<file path="src/design/xml_markup_tokenizer_assert.svh">
// Assertion macros shared by the tokenizer modules.
`ifndef XML_MARKUP_TOKENIZER_ASSERT_SVH
`define XML_MARKUP_TOKENIZER_ASSERT_SVH
`ifndef SYNTHESIS
// Check a property on every rising edge, masked while reset is held.
`define XMT_ASSERT(label, clk, rst_n, prop) \
    label: assert property (@(posedge clk) disable iff (!rst_n) prop) \
        else $error("%m: assertion failed");
// Check a property on every rising edge, reset included.
`define XMT_ASSERT_ALWAYS(label, clk, prop) \
    label: assert property (@(posedge clk) prop) \
        else $error("%m: assertion failed");
`else
`define XMT_ASSERT(label, clk, rst_n, prop)
`define XMT_ASSERT_ALWAYS(label, clk, prop)
`endif
`endif

</file>
<file path="src/design/xmt_pkg.sv">
// Types and character constants for the markup tokenizer.
package xmt_pkg;

    typedef enum logic [13:0] {
        ST_TEXT  = 14'h0001,
        ST_LT    = 14'h0002,
        ST_DNAME = 14'h0004,
        ST_ENAME = 14'h0008,
        ST_SNAME = 14'h0010,
        ST_AWS   = 14'h0020,
        ST_KEY   = 14'h0040,
        ST_KWS   = 14'h0080,
        ST_EWS   = 14'h0100,
        ST_QVAL  = 14'h0200,
        ST_UVAL  = 14'h0400,
        ST_POST  = 14'h0800,
        ST_SLASH = 14'h1000,
        ST_DTAIL = 14'h2000
    } t_pstate;

    typedef enum logic [3:0] {
        K_TEXT     = 4'd0,
        K_TEXT_END = 4'd1,
        K_NAME     = 4'd2,
        K_KEY      = 4'd3,
        K_VALUE    = 4'd4,
        K_ATTR_END = 4'd5,
        K_START    = 4'd6,
        K_EMPTY    = 4'd7,
        K_ENDTAG   = 4'd8,
        K_DECL     = 4'd9
    } t_kind;

    typedef struct packed {
        t_pstate pstate;
        logic    text_pending;
        logic    key_pending;
        logic    quote_is_single;
        logic    in_declaration;
    } t_ctx;

    typedef struct packed {
        t_kind      kind;
        logic [7:0] data;
    } t_res;

    localparam int unsigned MAX_RES = 3;

    typedef struct packed {
        logic [1:0]           n;
        t_res [MAX_RES-1:0]   r;
    } t_batch;

    localparam t_ctx CTX_RESET = '{
        pstate: ST_TEXT, text_pending: 1'b0, key_pending: 1'b0,
        quote_is_single: 1'b0, in_declaration: 1'b0
    };

    localparam logic [7:0] C_LT = 8'h3C;
    localparam logic [7:0] C_QM = 8'h3F;
    localparam logic [7:0] C_SL = 8'h2F;
    localparam logic [7:0] C_GT = 8'h3E;
    localparam logic [7:0] C_EQ = 8'h3D;
    localparam logic [7:0] C_DQ = 8'h22;
    localparam logic [7:0] C_SQ = 8'h27;

    function automatic logic is_ws(input logic [7:0] c);
        return (c == 8'h20) || (c >= 8'h09 && c <= 8'h0D);
    endfunction

endpackage

</file>
<file path="src/design/xml_markup_tokenizer.sv">
// Each byte is registered at input; its tokens are then registered in the result buffer.
// Throughput: one byte per cycle while each byte gives at most one token and the output
// is ready; a byte giving n tokens holds the result buffer until its single read port
// has handed out all n. Bytes with no token pass at one per cycle while the buffer is free.
// Reset (synchronous, active low) returns the parser to text state and empties both stages.
`include "xml_markup_tokenizer_assert.svh"
module xml_markup_tokenizer (
    input  logic       i_clk,
    input  logic       i_rst_n,
    input  logic       i_valid,
    output logic       o_ready,
    input  logic [7:0] i_in_byte,
    input  logic       i_end_of_stream,
    output logic       o_valid,
    input  logic       i_ready,
    output logic [3:0] o_token_kind,
    output logic [7:0] o_out_byte,
    output logic       o_last
);
    import xmt_pkg::*;

    logic       r_in_valid;
    logic [7:0] r_in_byte;
    logic       r_in_eos;
    t_ctx       r_ctx;
    t_ctx       n_ctx;
    t_batch     batch;
    t_res       head;
    logic       can_load;
    logic       proc;

    assign proc    = r_in_valid && can_load;
    assign o_ready = !r_in_valid || proc;

    always_ff @(posedge i_clk) begin
        if (!i_rst_n) begin
            r_in_valid <= 1'b0;
            r_ctx      <= CTX_RESET;
        end else begin
            if (o_ready) begin
                r_in_valid <= i_valid;
            end
            if (proc) begin
                r_ctx <= n_ctx;
            end
        end
    end

    always_ff @(posedge i_clk) begin
        if (i_valid && o_ready) begin
            r_in_byte <= i_in_byte;
            r_in_eos  <= i_end_of_stream;
        end
    end

    xmt_step u_step (
        .i_ctx   (r_ctx),
        .i_byte  (r_in_byte),
        .i_eos   (r_in_eos),
        .o_ctx   (n_ctx),
        .o_batch (batch)
    );

    xmt_outq u_outq (
        .i_clk      (i_clk),
        .i_rst_n    (i_rst_n),
        .i_load     (proc),
        .i_batch    (batch),
        .i_ready    (i_ready),
        .o_can_load (can_load),
        .o_valid    (o_valid),
        .o_res      (head),
        .o_last     (o_last)
    );

    assign o_token_kind = head.kind;
    assign o_out_byte   = head.data;

    `XMT_ASSERT(a_kind_range, i_clk, i_rst_n, o_valid |-> (o_token_kind <= K_DECL))
    `XMT_ASSERT(a_mark_no_byte, i_clk, i_rst_n, (o_valid && (o_token_kind == K_TEXT_END || o_token_kind >= K_ATTR_END)) |-> (o_out_byte == 8'h00))
    `XMT_ASSERT(a_batch_runs_on, i_clk, i_rst_n, (o_valid && i_ready && !o_last) |=> o_valid)
    `XMT_ASSERT(a_hold_until_drained, i_clk, i_rst_n, (r_in_valid && o_valid && !(o_last && i_ready)) |=> r_in_valid)
    `XMT_ASSERT_ALWAYS(a_reset_empties, i_clk, !i_rst_n |=> (!o_valid && !r_in_valid))

endmodule

</file>
<file path="src/design/xmt_step.sv">
// Per-byte parser: next context and up to three tokens from one byte.
module xmt_step (
    input  xmt_pkg::t_ctx   i_ctx,
    input  logic [7:0]      i_byte,
    input  logic            i_eos,
    output xmt_pkg::t_ctx   o_ctx,
    output xmt_pkg::t_batch o_batch
);
    import xmt_pkg::*;

    t_ctx                 ctx;
    logic [1:0]           n;
    t_res [MAX_RES-1:0]   res;
    logic                 done;
    logic                 e_v;
    t_kind                e_kind;
    logic [7:0]           e_byte;
    logic                 ws;

    assign ws = is_ws(i_byte);

    always_comb begin
        ctx    = i_ctx;
        n      = 2'd0;
        res    = '0;
        done   = 1'b0;
        e_v    = 1'b0;
        e_kind = K_TEXT;
        e_byte = 8'h00;
        if (i_eos) begin
            res[0].data = 8'h00;
            case (i_ctx.pstate)
                ST_TEXT: begin
                    if (i_ctx.text_pending) begin
                        res[0].kind = K_TEXT_END;
                        n = 2'd1;
                    end
                end
                ST_LT, ST_SNAME: begin
                    res[0].kind = K_START;
                    n = 2'd1;
                end
                ST_DNAME, ST_DTAIL: begin
                    res[0].kind = K_DECL;
                    n = 2'd1;
                end
                ST_ENAME: begin
                    res[0].kind = K_ENDTAG;
                    n = 2'd1;
                end
                ST_SLASH: begin
                    res[0].kind = K_EMPTY;
                    n = 2'd1;
                end
                default: begin
                    if (i_ctx.key_pending) begin
                        res[0].kind = K_ATTR_END;
                        res[1].kind = i_ctx.in_declaration ? K_DECL : K_START;
                        n = 2'd2;
                    end else begin
                        res[0].kind = i_ctx.in_declaration ? K_DECL : K_START;
                        n = 2'd1;
                    end
                end
            endcase
            ctx = CTX_RESET;
        end else begin
            // Follow the state chain for this byte; eight passes at most.
            for (int g = 0; g < 8; g++) begin
                if (!done) begin
                    done   = 1'b1;
                    e_v    = 1'b0;
                    e_kind = K_TEXT;
                    e_byte = 8'h00;
                    case (ctx.pstate)
                        ST_TEXT: begin
                            if (i_byte == C_LT) begin
                                if (ctx.text_pending) begin
                                    e_v = 1'b1;
                                    e_kind = K_TEXT_END;
                                end
                                ctx.text_pending = 1'b0;
                                ctx.pstate = ST_LT;
                            end else begin
                                e_v = 1'b1;
                                e_kind = K_TEXT;
                                e_byte = i_byte;
                                ctx.text_pending = 1'b1;
                            end
                        end
                        ST_LT: begin
                            if (i_byte == C_QM) begin
                                ctx.in_declaration = 1'b1;
                                ctx.pstate = ST_DNAME;
                            end else if (i_byte == C_SL) begin
                                ctx.pstate = ST_ENAME;
                            end else begin
                                ctx.in_declaration = 1'b0;
                                ctx.pstate = ST_SNAME;
                                done = 1'b0;
                            end
                        end
                        ST_DNAME: begin
                            if (ws || i_byte == C_QM) begin
                                ctx.pstate = ST_AWS;
                                done = 1'b0;
                            end else begin
                                e_v = 1'b1;
                                e_kind = K_NAME;
                                e_byte = i_byte;
                            end
                        end
                        ST_ENAME: begin
                            if (i_byte == C_GT) begin
                                e_v = 1'b1;
                                e_kind = K_ENDTAG;
                                ctx.pstate = ST_TEXT;
                            end else if (!ws) begin
                                e_v = 1'b1;
                                e_kind = K_NAME;
                                e_byte = i_byte;
                            end
                        end
                        ST_SNAME: begin
                            if (ws || i_byte == C_GT || i_byte == C_SL) begin
                                ctx.pstate = ST_AWS;
                                done = 1'b0;
                            end else begin
                                e_v = 1'b1;
                                e_kind = K_NAME;
                                e_byte = i_byte;
                            end
                        end
                        ST_AWS: begin
                            if (!ws) begin
                                if (i_byte == C_GT || i_byte == C_QM || i_byte == C_SL) begin
                                    ctx.pstate = ctx.in_declaration ? ST_DTAIL : ST_POST;
                                end else begin
                                    ctx.key_pending = 1'b0;
                                    ctx.pstate = ST_KEY;
                                end
                                done = 1'b0;
                            end
                        end
                        ST_KEY: begin
                            if (ws || i_byte == C_EQ || i_byte == C_GT
                                    || i_byte == C_SL || i_byte == C_QM) begin
                                ctx.pstate = ST_KWS;
                                done = 1'b0;
                            end else begin
                                e_v = 1'b1;
                                e_kind = K_KEY;
                                e_byte = i_byte;
                                ctx.key_pending = 1'b1;
                            end
                        end
                        ST_KWS: begin
                            if (!ws) begin
                                if (i_byte == C_EQ) begin
                                    ctx.pstate = ST_EWS;
                                end else begin
                                    e_v = ctx.key_pending;
                                    e_kind = K_ATTR_END;
                                    ctx.key_pending = 1'b0;
                                    ctx.pstate = ST_AWS;
                                    done = 1'b0;
                                end
                            end
                        end
                        ST_EWS: begin
                            if (!ws) begin
                                if (i_byte == C_DQ || i_byte == C_SQ) begin
                                    ctx.quote_is_single = (i_byte == C_SQ);
                                    ctx.pstate = ST_QVAL;
                                end else begin
                                    ctx.pstate = ST_UVAL;
                                    done = 1'b0;
                                end
                            end
                        end
                        ST_QVAL: begin
                            if (i_byte == (ctx.quote_is_single ? C_SQ : C_DQ)) begin
                                e_v = ctx.key_pending;
                                e_kind = K_ATTR_END;
                                ctx.key_pending = 1'b0;
                                ctx.pstate = ST_AWS;
                            end else if (ctx.key_pending) begin
                                e_v = 1'b1;
                                e_kind = K_VALUE;
                                e_byte = i_byte;
                            end
                        end
                        ST_UVAL: begin
                            if (ws || i_byte == C_GT) begin
                                e_v = ctx.key_pending;
                                e_kind = K_ATTR_END;
                                ctx.key_pending = 1'b0;
                                ctx.pstate = ST_AWS;
                                done = 1'b0;
                            end else if (ctx.key_pending) begin
                                e_v = 1'b1;
                                e_kind = K_VALUE;
                                e_byte = i_byte;
                            end
                        end
                        ST_POST: begin
                            if (i_byte == C_SL) begin
                                ctx.pstate = ST_SLASH;
                            end else begin
                                e_v = 1'b1;
                                e_kind = K_START;
                                ctx.pstate = ST_TEXT;
                                done = (i_byte == C_GT);
                            end
                        end
                        ST_SLASH: begin
                            e_v = 1'b1;
                            e_kind = K_EMPTY;
                            ctx.pstate = ST_TEXT;
                            done = (i_byte == C_GT);
                        end
                        ST_DTAIL: begin
                            if (i_byte == C_GT) begin
                                e_v = 1'b1;
                                e_kind = K_DECL;
                                ctx.pstate = ST_TEXT;
                            end
                        end
                        default: begin
                            ctx.pstate = ST_TEXT;
                            done = 1'b0;
                        end
                    endcase
                    if (e_v && n != 2'd3) begin
                        res[n].kind = e_kind;
                        res[n].data = e_byte;
                        n = n + 2'd1;
                    end
                end
            end
        end
    end

    assign o_ctx     = ctx;
    assign o_batch.n = n;
    assign o_batch.r = res;

endmodule

</file>
<file path="src/design/xmt_outq.sv">
// Result buffer: holds one byte's tokens and hands them out one per beat.
module xmt_outq (
    input  logic            i_clk,
    input  logic            i_rst_n,
    input  logic            i_load,
    input  xmt_pkg::t_batch i_batch,
    input  logic            i_ready,
    output logic            o_can_load,
    output logic            o_valid,
    output xmt_pkg::t_res   o_res,
    output logic            o_last
);
    import xmt_pkg::*;

    logic [1:0]          r_cnt;
    t_res [MAX_RES-1:0]  r_q;
    logic                pop;

    assign pop        = (r_cnt != 2'd0) && i_ready;
    assign o_can_load = (r_cnt == 2'd0) || (r_cnt == 2'd1 && i_ready);
    assign o_valid    = (r_cnt != 2'd0);
    assign o_res      = r_q[0];
    assign o_last     = (r_cnt == 2'd1);

    always_ff @(posedge i_clk) begin
        if (!i_rst_n) begin
            r_cnt <= 2'd0;
        end else if (i_load) begin
            r_cnt <= i_batch.n;
        end else if (pop) begin
            r_cnt <= r_cnt - 2'd1;
        end
    end

    // Advance the head on each beat taken.
    always_ff @(posedge i_clk) begin
        if (i_load) begin
            r_q <= i_batch.r;
        end else if (pop) begin
            r_q <= {t_res'('0), r_q[MAX_RES-1:1]};
        end
    end

endmodule

</file>
<file path="config.mk">
export PLATFORM = sky130hd
export DESIGN_NAME = xml_markup_tokenizer
export DESIGN_NICKNAME = d
export VERILOG_FILES = /design/src/design/xmt_pkg.sv /design/src/design/xml_markup_tokenizer.sv /design/src/design/xmt_step.sv /design/src/design/xmt_outq.sv
export VERILOG_INCLUDE_DIRS = /design/src /design/src/design
export SDC_FILE = /design/constraint.sdc
export NUM_CORES = 1
export LEC_CHECK = 0
export ABC_AREA = 0
export BUFFER_PORTS_ARGS = -buffer_cell sky130_fd_sc_hd__buf_4
export CORE_MARGIN = 1.5
export CORE_UTILIZATION = 30
export CTS_CLUSTER_SIZE = 40
export DETAILED_ROUTE_END_ITERATION = 8
export PLACE_DENSITY_LB_ADDON = 0.15
export RECOVER_POWER = 100
export SETUP_SLACK_MARGIN = 0.2
export SYNTH_ARGS = -nofsm -noshare
export SYNTH_HDL_FRONTEND = slang
export SYNTH_HIERARCHICAL = 1
export SYNTH_SLANG_ARGS = --single-unit
</file>
<file path="constraint.sdc">
create_clock -name i_clk -period 6.25 [get_ports i_clk]
set_input_delay 0.625 -clock i_clk [delete_from_list [all_inputs] [get_ports i_clk]]
set_output_delay 0.625 -clock i_clk [all_outputs]
set_load 0.05 [all_outputs]
</file>
==> results.cfg, run 1 <==
[route]
first_pass_iters = 6
routed_via_density = 6.05
wl_per_cell_um = 24.6
antenna_left = 0
drt-initial-drc-count = 1087
routed_wl_um = 33700
dr_total_vias = 8295
drc = 0

[synth]
synth_seq_cells = 66
syn_nets = 951
synth-compound-area-share_pct = 24.5
synthSimpleGateAreaFrac_pct = 33.6
synth_edf_count = 45
synth.distinct_cells = 97
synthAdderAreaFrac_pct = 2.57
syn_avg_cell_area_um2 = 7.90
synth_top_family_by_area = simple AND/OR/NAND/NOR gates
synth_xor_area_share_pct = 1.90
syn_area_um2 = 7290
synthFlopType = edfxtp_1
synth.area.mux_share_pct = 5.77
syn_inst = 923
ys_warn_count = 6
synthArstFlopShare_pct = 0
ys_seq_area_share_pct = 24.3

[status]
status = finished, violations left
failed_checks = max-capacitance violations, max-slew violations

[critical_path]
cp-start-kind = flip-flop
path_max_fanout = 8
crit_type = flip-flop to flip-flop
cp_data_required_time_ns = 6.34
arrival_ns = 6.14
endpoint_kind = flip-flop

[timing]
min_period_over_period_pct = 96.8
clock.fmax_mhz = 165
finalHoldViolCount = 0
final.setup_skew_ns = 0.0154
tightestPinTransition_ns = 3.43
maxSlewHeadroom_pct = -129
tns_ns = 0
setup_viol = 0
final_max_slew_viol_count = 58
fin_crit_ns = 6.05
rsz0062_at_grt = true

[floorplan]
core_region_area_um2 = 23700
floorplan.initialDensity_pct = 30.8
die_h_um = 159
ios = 28
num_rows = 56
dieWidth_um = 159
dieArea_um2 = 25300

[cells_and_area]
final_layout_size_suffix_gt1_share_pct = 29.7
fin_nets = 1076
antennaDiodeCount = 0
fin_area_um2 = 9290
fillers = 2568
area_growth_pct = 27.4

[grt]
grt_pass1_vias = 7851
grt_pass1_wl_um = 50200
grt_max_degree = 58
track_usage_pct = 26.3
grt-ovfl-total = 0
antenna_found_initial = 0

[power]
swShare_pct = 40.1
p_leak_nw = 3.56
p_int_mw = 1.23
p_switching_uw = 825
p_clk_share_pct = 25.7
p_comb_share_pct = 45.1
vdd_ir_drop_max_mv = 0.239
powerDensity_nw_per_um2 = 221
seqPwrFrac_pct = 29.2

[clock_tree]
clockRootBuffer = clkbuf_16
ctsHoldBuffers = 0
cts_tree = built
path_clk_slew_ns = 0.07
clock_latency_ns = 0.35
ctsLongestPathBuffers = 2
clock_sink_count = 66
htreeDepth = 3
numCtsBuffers = 9

[place]
placed_area_um2 = 8690
gp_congestion = 1.00
numPortBuffers = 27
hpwl_um = 26700

[flow_run]
maxCapViolations = 1

[hold_path]
hp-class = primary input to flip-flop
==> registers in the layout, summed over array words and instances (netlist names) <==
register      flops
u_outq/r_q       24
u_outq/r_cnt      2
r_in_byte         8
r_in_valid        1
u_outq/o_res     12
r_ctx            18
r_in_eos          1
==> cell families after synthesis <==
| logic type | Yosys count |
|---|---|
| buffers and inverters | 102 |
| AND/OR/NAND/NOR | 438 |
| multiplexers | 37 |
| XOR/XNOR | 12 |
| AO/OA/AOI/OAI | 252 |
| adder cells (fa/ha/maj) | 15 |
| flip-flops | 66 |
| other | 1 |
==> power by group through the flow <==
stage / combinational, mW / sequential (mW) / clock, mW
after floorplan: 0.637 / 0.594 / 0
after CTS: 0.887 / 0.601 / 0.542
after global routing: 0.990 / 0.610 / 0.563
after global placement: 0.881 / 0.607 / 0
final: 0.926 / 0.600 / 0.529
after detailed placement: 0.877 / 0.611 / 0
==> placed cells by master, fill, tap and decap left out, types with 6 or more instances in the layout <==
| cell type | netlist | routed |
|---|---|---|
| clkbuf_4 | 0 | 9 |
| xnor2_1 | 6 | 6 |
| inv_1 | 17 | 16 |
| ha_1 | 15 | 9 |
| o21ai_2 | 8 | 19 |
| nor3_1 | 31 | 30 |
| or4_4 | 2 | 6 |
| clkbuf_16 | 0 | 9 |
| nor2_1 | 71 | 71 |
| and2_1 | 23 | 19 |
| o21ai_0 | 58 | 44 |
| and4_1 | 12 | 12 |
| and3_1 | 17 | 15 |
| dfxtp_1 | 21 | 21 |
| mux2i_1 | 8 | 6 |
| clkbuf_1 | 43 | 16 |
| nand4_1 | 42 | 42 |
| nand2b_1 | 14 | 15 |
| a31oi_1 | 10 | 8 |
| nor2b_1 | 12 | 12 |
| nand3_1 | 37 | 37 |
| mux2_2 | 25 | 16 |
| buf_4 | 20 | 169 |
| nand2_1 | 97 | 96 |
| o21ai_1 | 8 | 10 |
| edfxtp_1 | 45 | 45 |
| a21o_1 | 12 | 12 |
| mux2_4 | 3 | 12 |
| o211ai_1 | 9 | 9 |
| nor4_1 | 20 | 18 |
| a211oi_1 | 10 | 9 |
| a21oi_1 | 44 | 43 |
| nor4b_1 | 6 | 6 |
==> synthesized netlist by cell type, types with 5 or more instances <==
cell	n	area, um2
buf_4	20	150
ha_1	15	188
xnor2_1	6	52.6
mux2_2	25	282
o211ai_1	9	67.6
or2_2	5	31.3
nor2_1	71	267
nor2b_1	12	75.1
edfxtp_1	45	1350
a21oi_1	44	220
nand3b_1	5	37.5
o21ai_1	8	40.0
nand2_1	97	364
a21boi_0	5	37.5
a31oi_1	10	62.6
o31ai_1	6	45.0
nor4b_1	6	52.6
a2111oi_0	5	43.8
nor3b_1	5	37.5
o21a_1	5	37.5
or4_1	9	67.6
inv_1	17	63.8
or3_1	5	31.3
o21ai_2	8	70.1
o221ai_1	6	52.6
mux2i_1	8	80.1
a21o_1	12	90.1
o21ai_0	58	290
a211oi_1	10	75.1
nand4_1	42	263
buf_2	8	40.0
and3_1	17	106
nor3_1	31	155
buf_6	9	101
nor4_1	20	125
and2_1	23	144
dfxtp_1	21	420
nand3_1	37	185
and4_1	12	105
nand2b_1	14	87.6
clkbuf_1	43	161
==> critical path: stages (launching register included) <==
cell and delay, ns:
edfxtp_1 0.48, or3_1 0.40, or4_4 0.47, and2_4 0.21, buf_8 0.13, a21o_1 0.19
o31ai_4 0.25, a21oi_2 0.09, or4_4 0.55, ha_4 0.23, mux2i_4 0.15, inv_2 0.07
ha_4 0.17, a311oi_4 0.28, mux2i_1 0.15, ha_2 0.20, a2111o_1 0.35, xnor2_2 0.28
ha_4 0.21, buf_4 0.12, nor4_4 0.04, a32oi_2 0.20, buf_6 0.18, o21ai_1 0.08
mux2_4 0.27
==> through the flow <==
| stage | std cells | utilization (%) | setup WS (ns) | power [mW] | hold slack [ns] |
|---|---|---|---|---|---|
| 6_report | 1372 | 39.2 | 0.202 | 2.06 | 0.469 |
| 5_1_grt | 1372 | 39.2 | -0.0183 | 2.16 | 0.462 |
| 4_1_cts | 1357 | 38.2 | 0.206 | 2.03 | 0.435 |
| 3_5_place_dp | 1335 | 36.7 | 0.0333 | 1.49 | 0.485 |
| 3_3_place_gp | 1335 | 36.7 | 0.0382 | 1.49 | 0.478 |
| 2_1_floorplan | 923 | - | 0.143 | 1.23 | 0.427 |
==> routing by layer <==
layer	routed length (um)	part of all wire, %	GRT usage [%]	up-vias
li1	-	-	-	3770
met1	15400	46	37.9	3981
met2	14300	42	38.8	445
met3	2430	7.2	3.45	99
met4	1600	4.7	12.2	0
met5	0	0	0	-
==> worst paths after layout <==
kind / cells after the start / start / slack (ns) / end
worst min-delay path: 1 / i_end_of_stream / 0.47 / r_in_eos$_DFFE_PP_
worst min register to register: 2 / r_ctx[1]$_SDFFE_PN0P_ / 0.50 / r_ctx[1]$_SDFFE_PN0P_
worst max register to register: 24 / r_in_byte[7]$_DFFE_PP_ / 0.20 / u_outq/o_res[3]$_DFFE_PP_
worst max-delay path: 24 / r_in_byte[7]$_DFFE_PP_ / 0.20 / u_outq/o_res[3]$_DFFE_PP_
==> cell type report <==
type / count / area (um2) / share of cell area (%)
Inverter: 19 / 71.3 / 0.768
Clock buffer: 9 / 225 / 2.43
Timing Repair Buffer: 197 / 1430 / 15.4
Sequential cell: 66 / 1770 / 19.1
Multi-Input combinational cell: 755 / 5310 / 57.2
Tap cell: 319 / 399 / 4.30
Clock inverter: 7 / 76.3 / 0.822
==> repair_timing <==
item	4_1_cts	5_1_grt
hold endpoints to repair	0	0
setup endpoints to repair	27	27
pin swaps	8	15
setup buffers	6	15
gates resized for setup	5	66
No activity file was read; power rests on OpenSTA's default activity.
==> run 2: changes to the inputs <==
BUFFER_PORTS_ARGS = -buffer_cell sky130_fd_sc_hd__buf_2   (was -buffer_cell sky130_fd_sc_hd__buf_4)
CTS_CLUSTER_SIZE = 25   (was 40)
==> results.cfg, run 2 (same netlist as run 1, synthesis figures left out) <==
[status]
status = finished, violations left
failed_checks = max-capacitance violations, max-slew violations

[cells_and_area]
fin_nets = 1085
antennaDiodeCount = 0
mostFrequentLayoutCell = buf_4
final_layout_size_suffix_gt1_share_pct = 31.3
layout_common_cells = buf_4, nand2_1, nor2_1, edfxtp_1, o21ai_0
top_register = u_outq/r_q
largest_reg_flops = 24
fin_area_um2 = 9440
area_growth_pct = 29.4

[timing]
min_period_over_period_pct = 96.9
hold_ws_ns = 0.451
tns_ns = 0
fin_crit_ns = 6.06
final_max_slew_viol_count = 58
rsz0062_at_grt = true
clock.fmax_mhz = 165
finalHoldViolCount = 0
maxSlewHeadroom_pct = -122
setup_viol = 0
tightestPinTransition_ns = 3.32
setup_ws_ns = 0.193
final.setup_skew_ns = 0.0142

[grt]
grt-busiest-layer = met2
grt_max_degree = 58
grt-ovfl-total = 0
antenna_found_initial = 0
grt_util_met2_pct = 39.8
track_usage_pct = 26.5
grt_pass1_vias = 7988
grtUsageMet1_pct = 37.2
use_met3_pct = 4.13
grt_pass1_wl_um = 50600

[floorplan]
dieArea_um2 = 25300
ios = 28
dieWidth_um = 159
floorplan.initialDensity_pct = 30.8
core_region_area_um2 = 23700
num_rows = 56
die_h_um = 159

[critical_path]
r2r_end = u_outq/o_res[5]$_DFFE_PP_
endpoint_kind = flip-flop
cp_data_required_time_ns = 6.32
reg2reg_setup_slack_ns = 0.19
rr_worst_depth = 25
cp-start-kind = flip-flop
arrival_ns = 6.13
r2r_start = r_in_byte[5]$_DFFE_PP_
crit_type = flip-flop to flip-flop
path_max_fanout = 16

[route]
dr_total_vias = 8324
antenna_left = 0
routed_wl_um = 34200
first_pass_iters = 6
wl_per_cell_um = 24.7
drc = 0
routed_via_density = 6.03
drt-initial-drc-count = 885

[power]
vdd_ir_drop_max_mv = 0.228
powerDensity_nw_per_um2 = 222
p_leak_nw = 3.61

[place]
placed_area_um2 = 8690
post-place-ws_ns = -0.0413
gp_congestion = 1.01
hpwl_um = 27000
numPortBuffers = 27

[clock_tree]
path_clk_slew_ns = 0.07
clockRootBuffer = clkbuf_16
ctsLongestPathBuffers = 2
clock_sink_count = 66
clock_latency_ns = 0.34
numCtsBuffers = 9
ctsHoldBuffers = 0
htreeDepth = 3
cts_tree = built

[flow_run]
maxCapViolations = 1

[hold_path]
hold_start = i_end_of_stream
hold_depth = 1
min_to = r_in_eos$_DFFE_PP_
hp-class = primary input to flip-flop
-- run 2: routing by layer --
layer  wire length (um)  share of wire, %  up-vias
met3               2590               7.6      101
li1                   -                 -     3798
met1              15300                45     4001
met2              14600                43      424
met5                  0                 0        -
met4               1690               5.0        0
-- run 2: through the flow --
stage | util, % | power (mW) | cells
2_1_floorplan | - | 1.23 | 923
6_report | 39.9 | 2.09 | 1381
5_1_grt | 39.9 | 2.20 | 1381
4_1_cts | 38.5 | 2.06 | 1368
3_5_place_dp | 36.7 | 1.48 | 1344
3_3_place_gp | 36.7 | 1.49 | 1344
-- run 2: power by group --
| part | leakage, nW | internal (mW) | switching, mW |
|---|---|---|---|
| registers | 0.608 | 0.569 | 0.0310 |
| clock network | 0.160 | 0.353 | 0.206 |
| logic | 2.84 | 0.355 | 0.579 |
-- run 2: final cells by class --
type / instances / area, um2
repair buffers: 206 / 1490
well taps: 319 / 399
clock inverters: 7 / 100
fillers: 2536 / 14200
clock buffers: 9 / 225
flip-flops and latches: 66 / 1770
inverters: 19 / 71.3
multi-input cells: 755 / 5380
-- run 2: worst max path at each step --
stage,from,endpoint,slack (ns)
6_report,r_in_byte[5]$_DFFE_PP_,u_outq/o_res[5]$_DFFE_PP_,0.19
3_3_place_gp,r_in_byte[0]$_DFFE_PP_,u_outq/o_res[0]$_DFFE_PP_,0.04
3_5_place_dp,r_in_byte[7]$_DFFE_PP_,u_outq/o_res[10]$_DFFE_PP_,-0.04
4_1_cts,r_in_byte[3]$_DFFE_PP_,u_outq/o_res[4]$_DFFE_PP_,0.20
2_1_floorplan,r_in_byte[0]$_DFFE_PP_,u_outq/o_res[10]$_DFFE_PP_,0.14
5_1_grt,r_in_byte[7]$_DFFE_PP_,u_outq/o_res[5]$_DFFE_PP_,0.01
-- run 2: worst max-delay path, cell delays in order (launching register included) --
cell      delay (ns)
edfxtp_1        0.49
or4b_4          0.51
a211o_4         0.37
and2_4          0.18
buf_6           0.13
buf_4           0.20
nand3_1         0.12
nand2_1         0.10
a21oi_1         0.22
nand4_1         0.29
ha_4            0.33
mux2i_4         0.16
inv_2           0.08
ha_4            0.17
a311oi_4        0.35
mux2i_2         0.13
ha_2            0.19
a2111o_1        0.39
buf_6           0.15
xnor2_4         0.18
ha_4            0.20
nor4_4          0.05
a32oi_1         0.20
buf_4           0.21
o21ai_1         0.08
mux2_2          0.27
-- run 2: timing repair --
action / CTS / global route
endpoints found under the setup margin: 27 / 27
pin swaps: 13 / 28
setup buffers: 8 / 13
gates resized for setup: 9 / 80
==> run 3: changes to the inputs <==
CORE_UTILIZATION = 41   (was 30)
SYNTH_HIERARCHICAL = not set   (was 1)
==> results.cfg, run 3 <==
[synth]
synthArstFlopShare_pct = 0
ys_seq_area_share_pct = 29.0
ys_warn_count = 0
synth_common_cells = nand2_1, a21oi_1, o21ai_0
synth_edf_count = 45
synth_area_leader_cell = edfxtp_1
synthFlopType = edfxtp_1
synth.distinct_cells = 84
syn_inst = 786
syn_nets = 814
syn_area_um2 = 6100
yosysMostFrequentCell = nand2_1
synth_top_area_share_pct = 22.1
synthTopCellsByArea = edfxtp_1, dfxtp_1, a21oi_1
syn_avg_cell_area_um2 = 7.77
synth_seq_cells = 66

[grt]
grt_max_degree = 49
grt_pass1_wl_um = 41800
grt-ovfl-total = 0
track_usage_pct = 35.3
antenna_found_initial = 0
grt_pass1_vias = 6678

[critical_path]
arrival_ns = 6.11
cp_data_required_time_ns = 6.33
crit_type = flip-flop to flip-flop
path_max_fanout = 8
endpoint_kind = flip-flop
rr_worst_depth = 22
cp-start-kind = flip-flop

[cells_and_area]
layout_common_cells = buf_4, nand2_1, a21oi_1, o21ai_0, nor2_1
area_growth_pct = 26.2
mostFrequentLayoutCell = buf_4
antennaDiodeCount = 0
fillers = 1435
final_layout_size_suffix_gt1_share_pct = 25.7
fin_util_pct = 53.0
largest_reg_flops = 24
regArea_um2 = 1770
multi_input_area_um2 = 4290
fin_nets = 903
top_register = u_outq.r_q

[place]
post-place-ws_ns = 0.0310
gp_congestion = 1.11
numPortBuffers = 27
hpwl_um = 22300

[power]
powerDensity_nw_per_um2 = 185
p_leak_nw = 2.94
vdd_ir_drop_max_mv = 0.244

[floorplan]
floorplan.initialDensity_pct = 42.0
core_region_area_um2 = 14500
num_rows = 44
dieArea_um2 = 15600
die_h_um = 125
ios = 28
dieWidth_um = 125

[timing]
rsz0062_at_grt = true
setup_viol = 0
min_period_over_period_pct = 96.4
tns_ns = 0
final_max_slew_viol_count = 90
finalHoldViolCount = 0
setup_ws_ns = 0.223
maxSlewHeadroom_pct = -26.1
final.setup_skew_ns = 0.00735
clock.fmax_mhz = 166
tightestPinTransition_ns = 1.89
fin_crit_ns = 6.03

[route]
drc = 0
routed_wl_um = 28200
first_pass_iters = 6
wl_per_cell_um = 26.5
dr_total_vias = 7211
antenna_left = 0
drt-initial-drc-count = 971
routed_via_density = 6.78

[status]
status = finished, violations left
failed_checks = max-capacitance violations, max-slew violations

[clock_tree]
numCtsBuffers = 9
htreeDepth = 3
cts_tree = built
ctsLongestPathBuffers = 2
path_clk_slew_ns = 0.06
clock_latency_ns = 0.33
clock_sink_count = 66
clockRootBuffer = clkbuf_16
ctsHoldBuffers = 0

[flow_run]
maxCapViolations = 2

[hold_path]
hold_depth = 1
hp-class = primary input to flip-flop
run 3: cell types whose count changed after synthesis, moves of 9 or more:
cell	change
a21oi_1	+32
and2_1	-13
nand3_1	-14
a22oi_1	+9
and4_1	-9
nand2_1	-14
mux2_2	-21
buf_6	-9
nand4_1	-23
nor2_1	-21
run 3: per-layer routing:
metal | GRT usage, % | vias up | part of all wire, %
li1 | - | 3176 | -
met1 | 48.3 | 3407 | 42
met2 | 53.6 | 521 | 43
met3 | 8.39 | 107 | 11
met4 | 15.0 | 0 | 5.1
met5 | 0 | - | 0
run 3: power breakdown:
part | leakage [nW] | internal [mW] | switching (mW)
sequential | 0.612 | 0.559 | 0.0287
combinational | 2.20 | 0.0877 | 0.262
clock | 0.131 | 0.275 | 0.211
total | 2.94 | 0.922 | 0.502
run 3: area by class of cell:
cell class | count | share of cell area (%)
inverter | 21 | 1.02
sequential | 66 | 23.0
clock buffer | 9 | 2.92
clock inverter | 7 | 0.780
tap | 184 | 2.99
timing repair buffer | 148 | 13.5
multi-input combinational | 629 | 55.7
run 3: what timing repair did:
| action | 4_1_cts | 5_1_grt |
|---|---|---|
| resized for setup | 11 | 42 |
| cloned | 0 | 0 |
| pin swaps | 2 | 18 |
| setup endpoints to repair | 24 | 27 |
| buffers inserted | 5 | 11 |
run 3: path summary, 6_finish.rpt:
kind | start | to | slack [ns]
max reg2reg | r_ctx[4]$_SDFFE_PN1P_ | u_outq.o_res[10]$_DFFE_PP_ | 0.22
min | i_end_of_stream | r_in_eos$_DFFE_PP_ | 0.46
max | r_ctx[4]$_SDFFE_PN1P_ | u_outq.o_res[10]$_DFFE_PP_ | 0.22
min reg2reg | r_ctx[12]$_SDFFE_PN0P_ | r_ctx[12]$_SDFFE_PN0P_ | 0.54
run 3: kinds of logic after synthesis:
kind of cell,Yosys count,share of synthesized area (%)
adders and majority gates,15,3.07
and+or+nand+nor,338,30.7
muxes,8,1.39
DFF,66,29.0
buffers and inverters,91,6.50
AOI/OAI and AO/OA,259,27.6
xor gates and xnor gates,9,1.72
run 3: metrics by stage:
step	power [mW]	hold slack (ns)	cell area [um2]	std cells
global route	1.48	0.455	7700	1064
finish	1.42	0.463	7700	1064
CTS	1.42	0.456	7460	1053
floorplan	0.856	0.504	6290	786
detailed placement	0.932	0.530	7080	1032
global placement	0.923	0.517	7080	1032
run 3: worst max-delay path, stage by stage, from the launching register on:
cell,delay (ns)
dfxtp_1,0.40
or4_4,0.58
or4_1,0.65
nor2_1,0.43
nor3_1,0.14
a311oi_1,0.48
a21oi_1,0.18
and4bb_1,0.29
nor3b_2,0.20
nor4_4,0.27
buf_4,0.21
xnor2_4,0.08
ha_4,0.17
nor4_4,0.16
buf_6,0.17
xnor2_4,0.12
inv_2,0.07
ha_4,0.15
nor3_2,0.09
nand3b_1,0.24
o31a_1,0.35
o31a_1,0.12
a32o_1,0.23
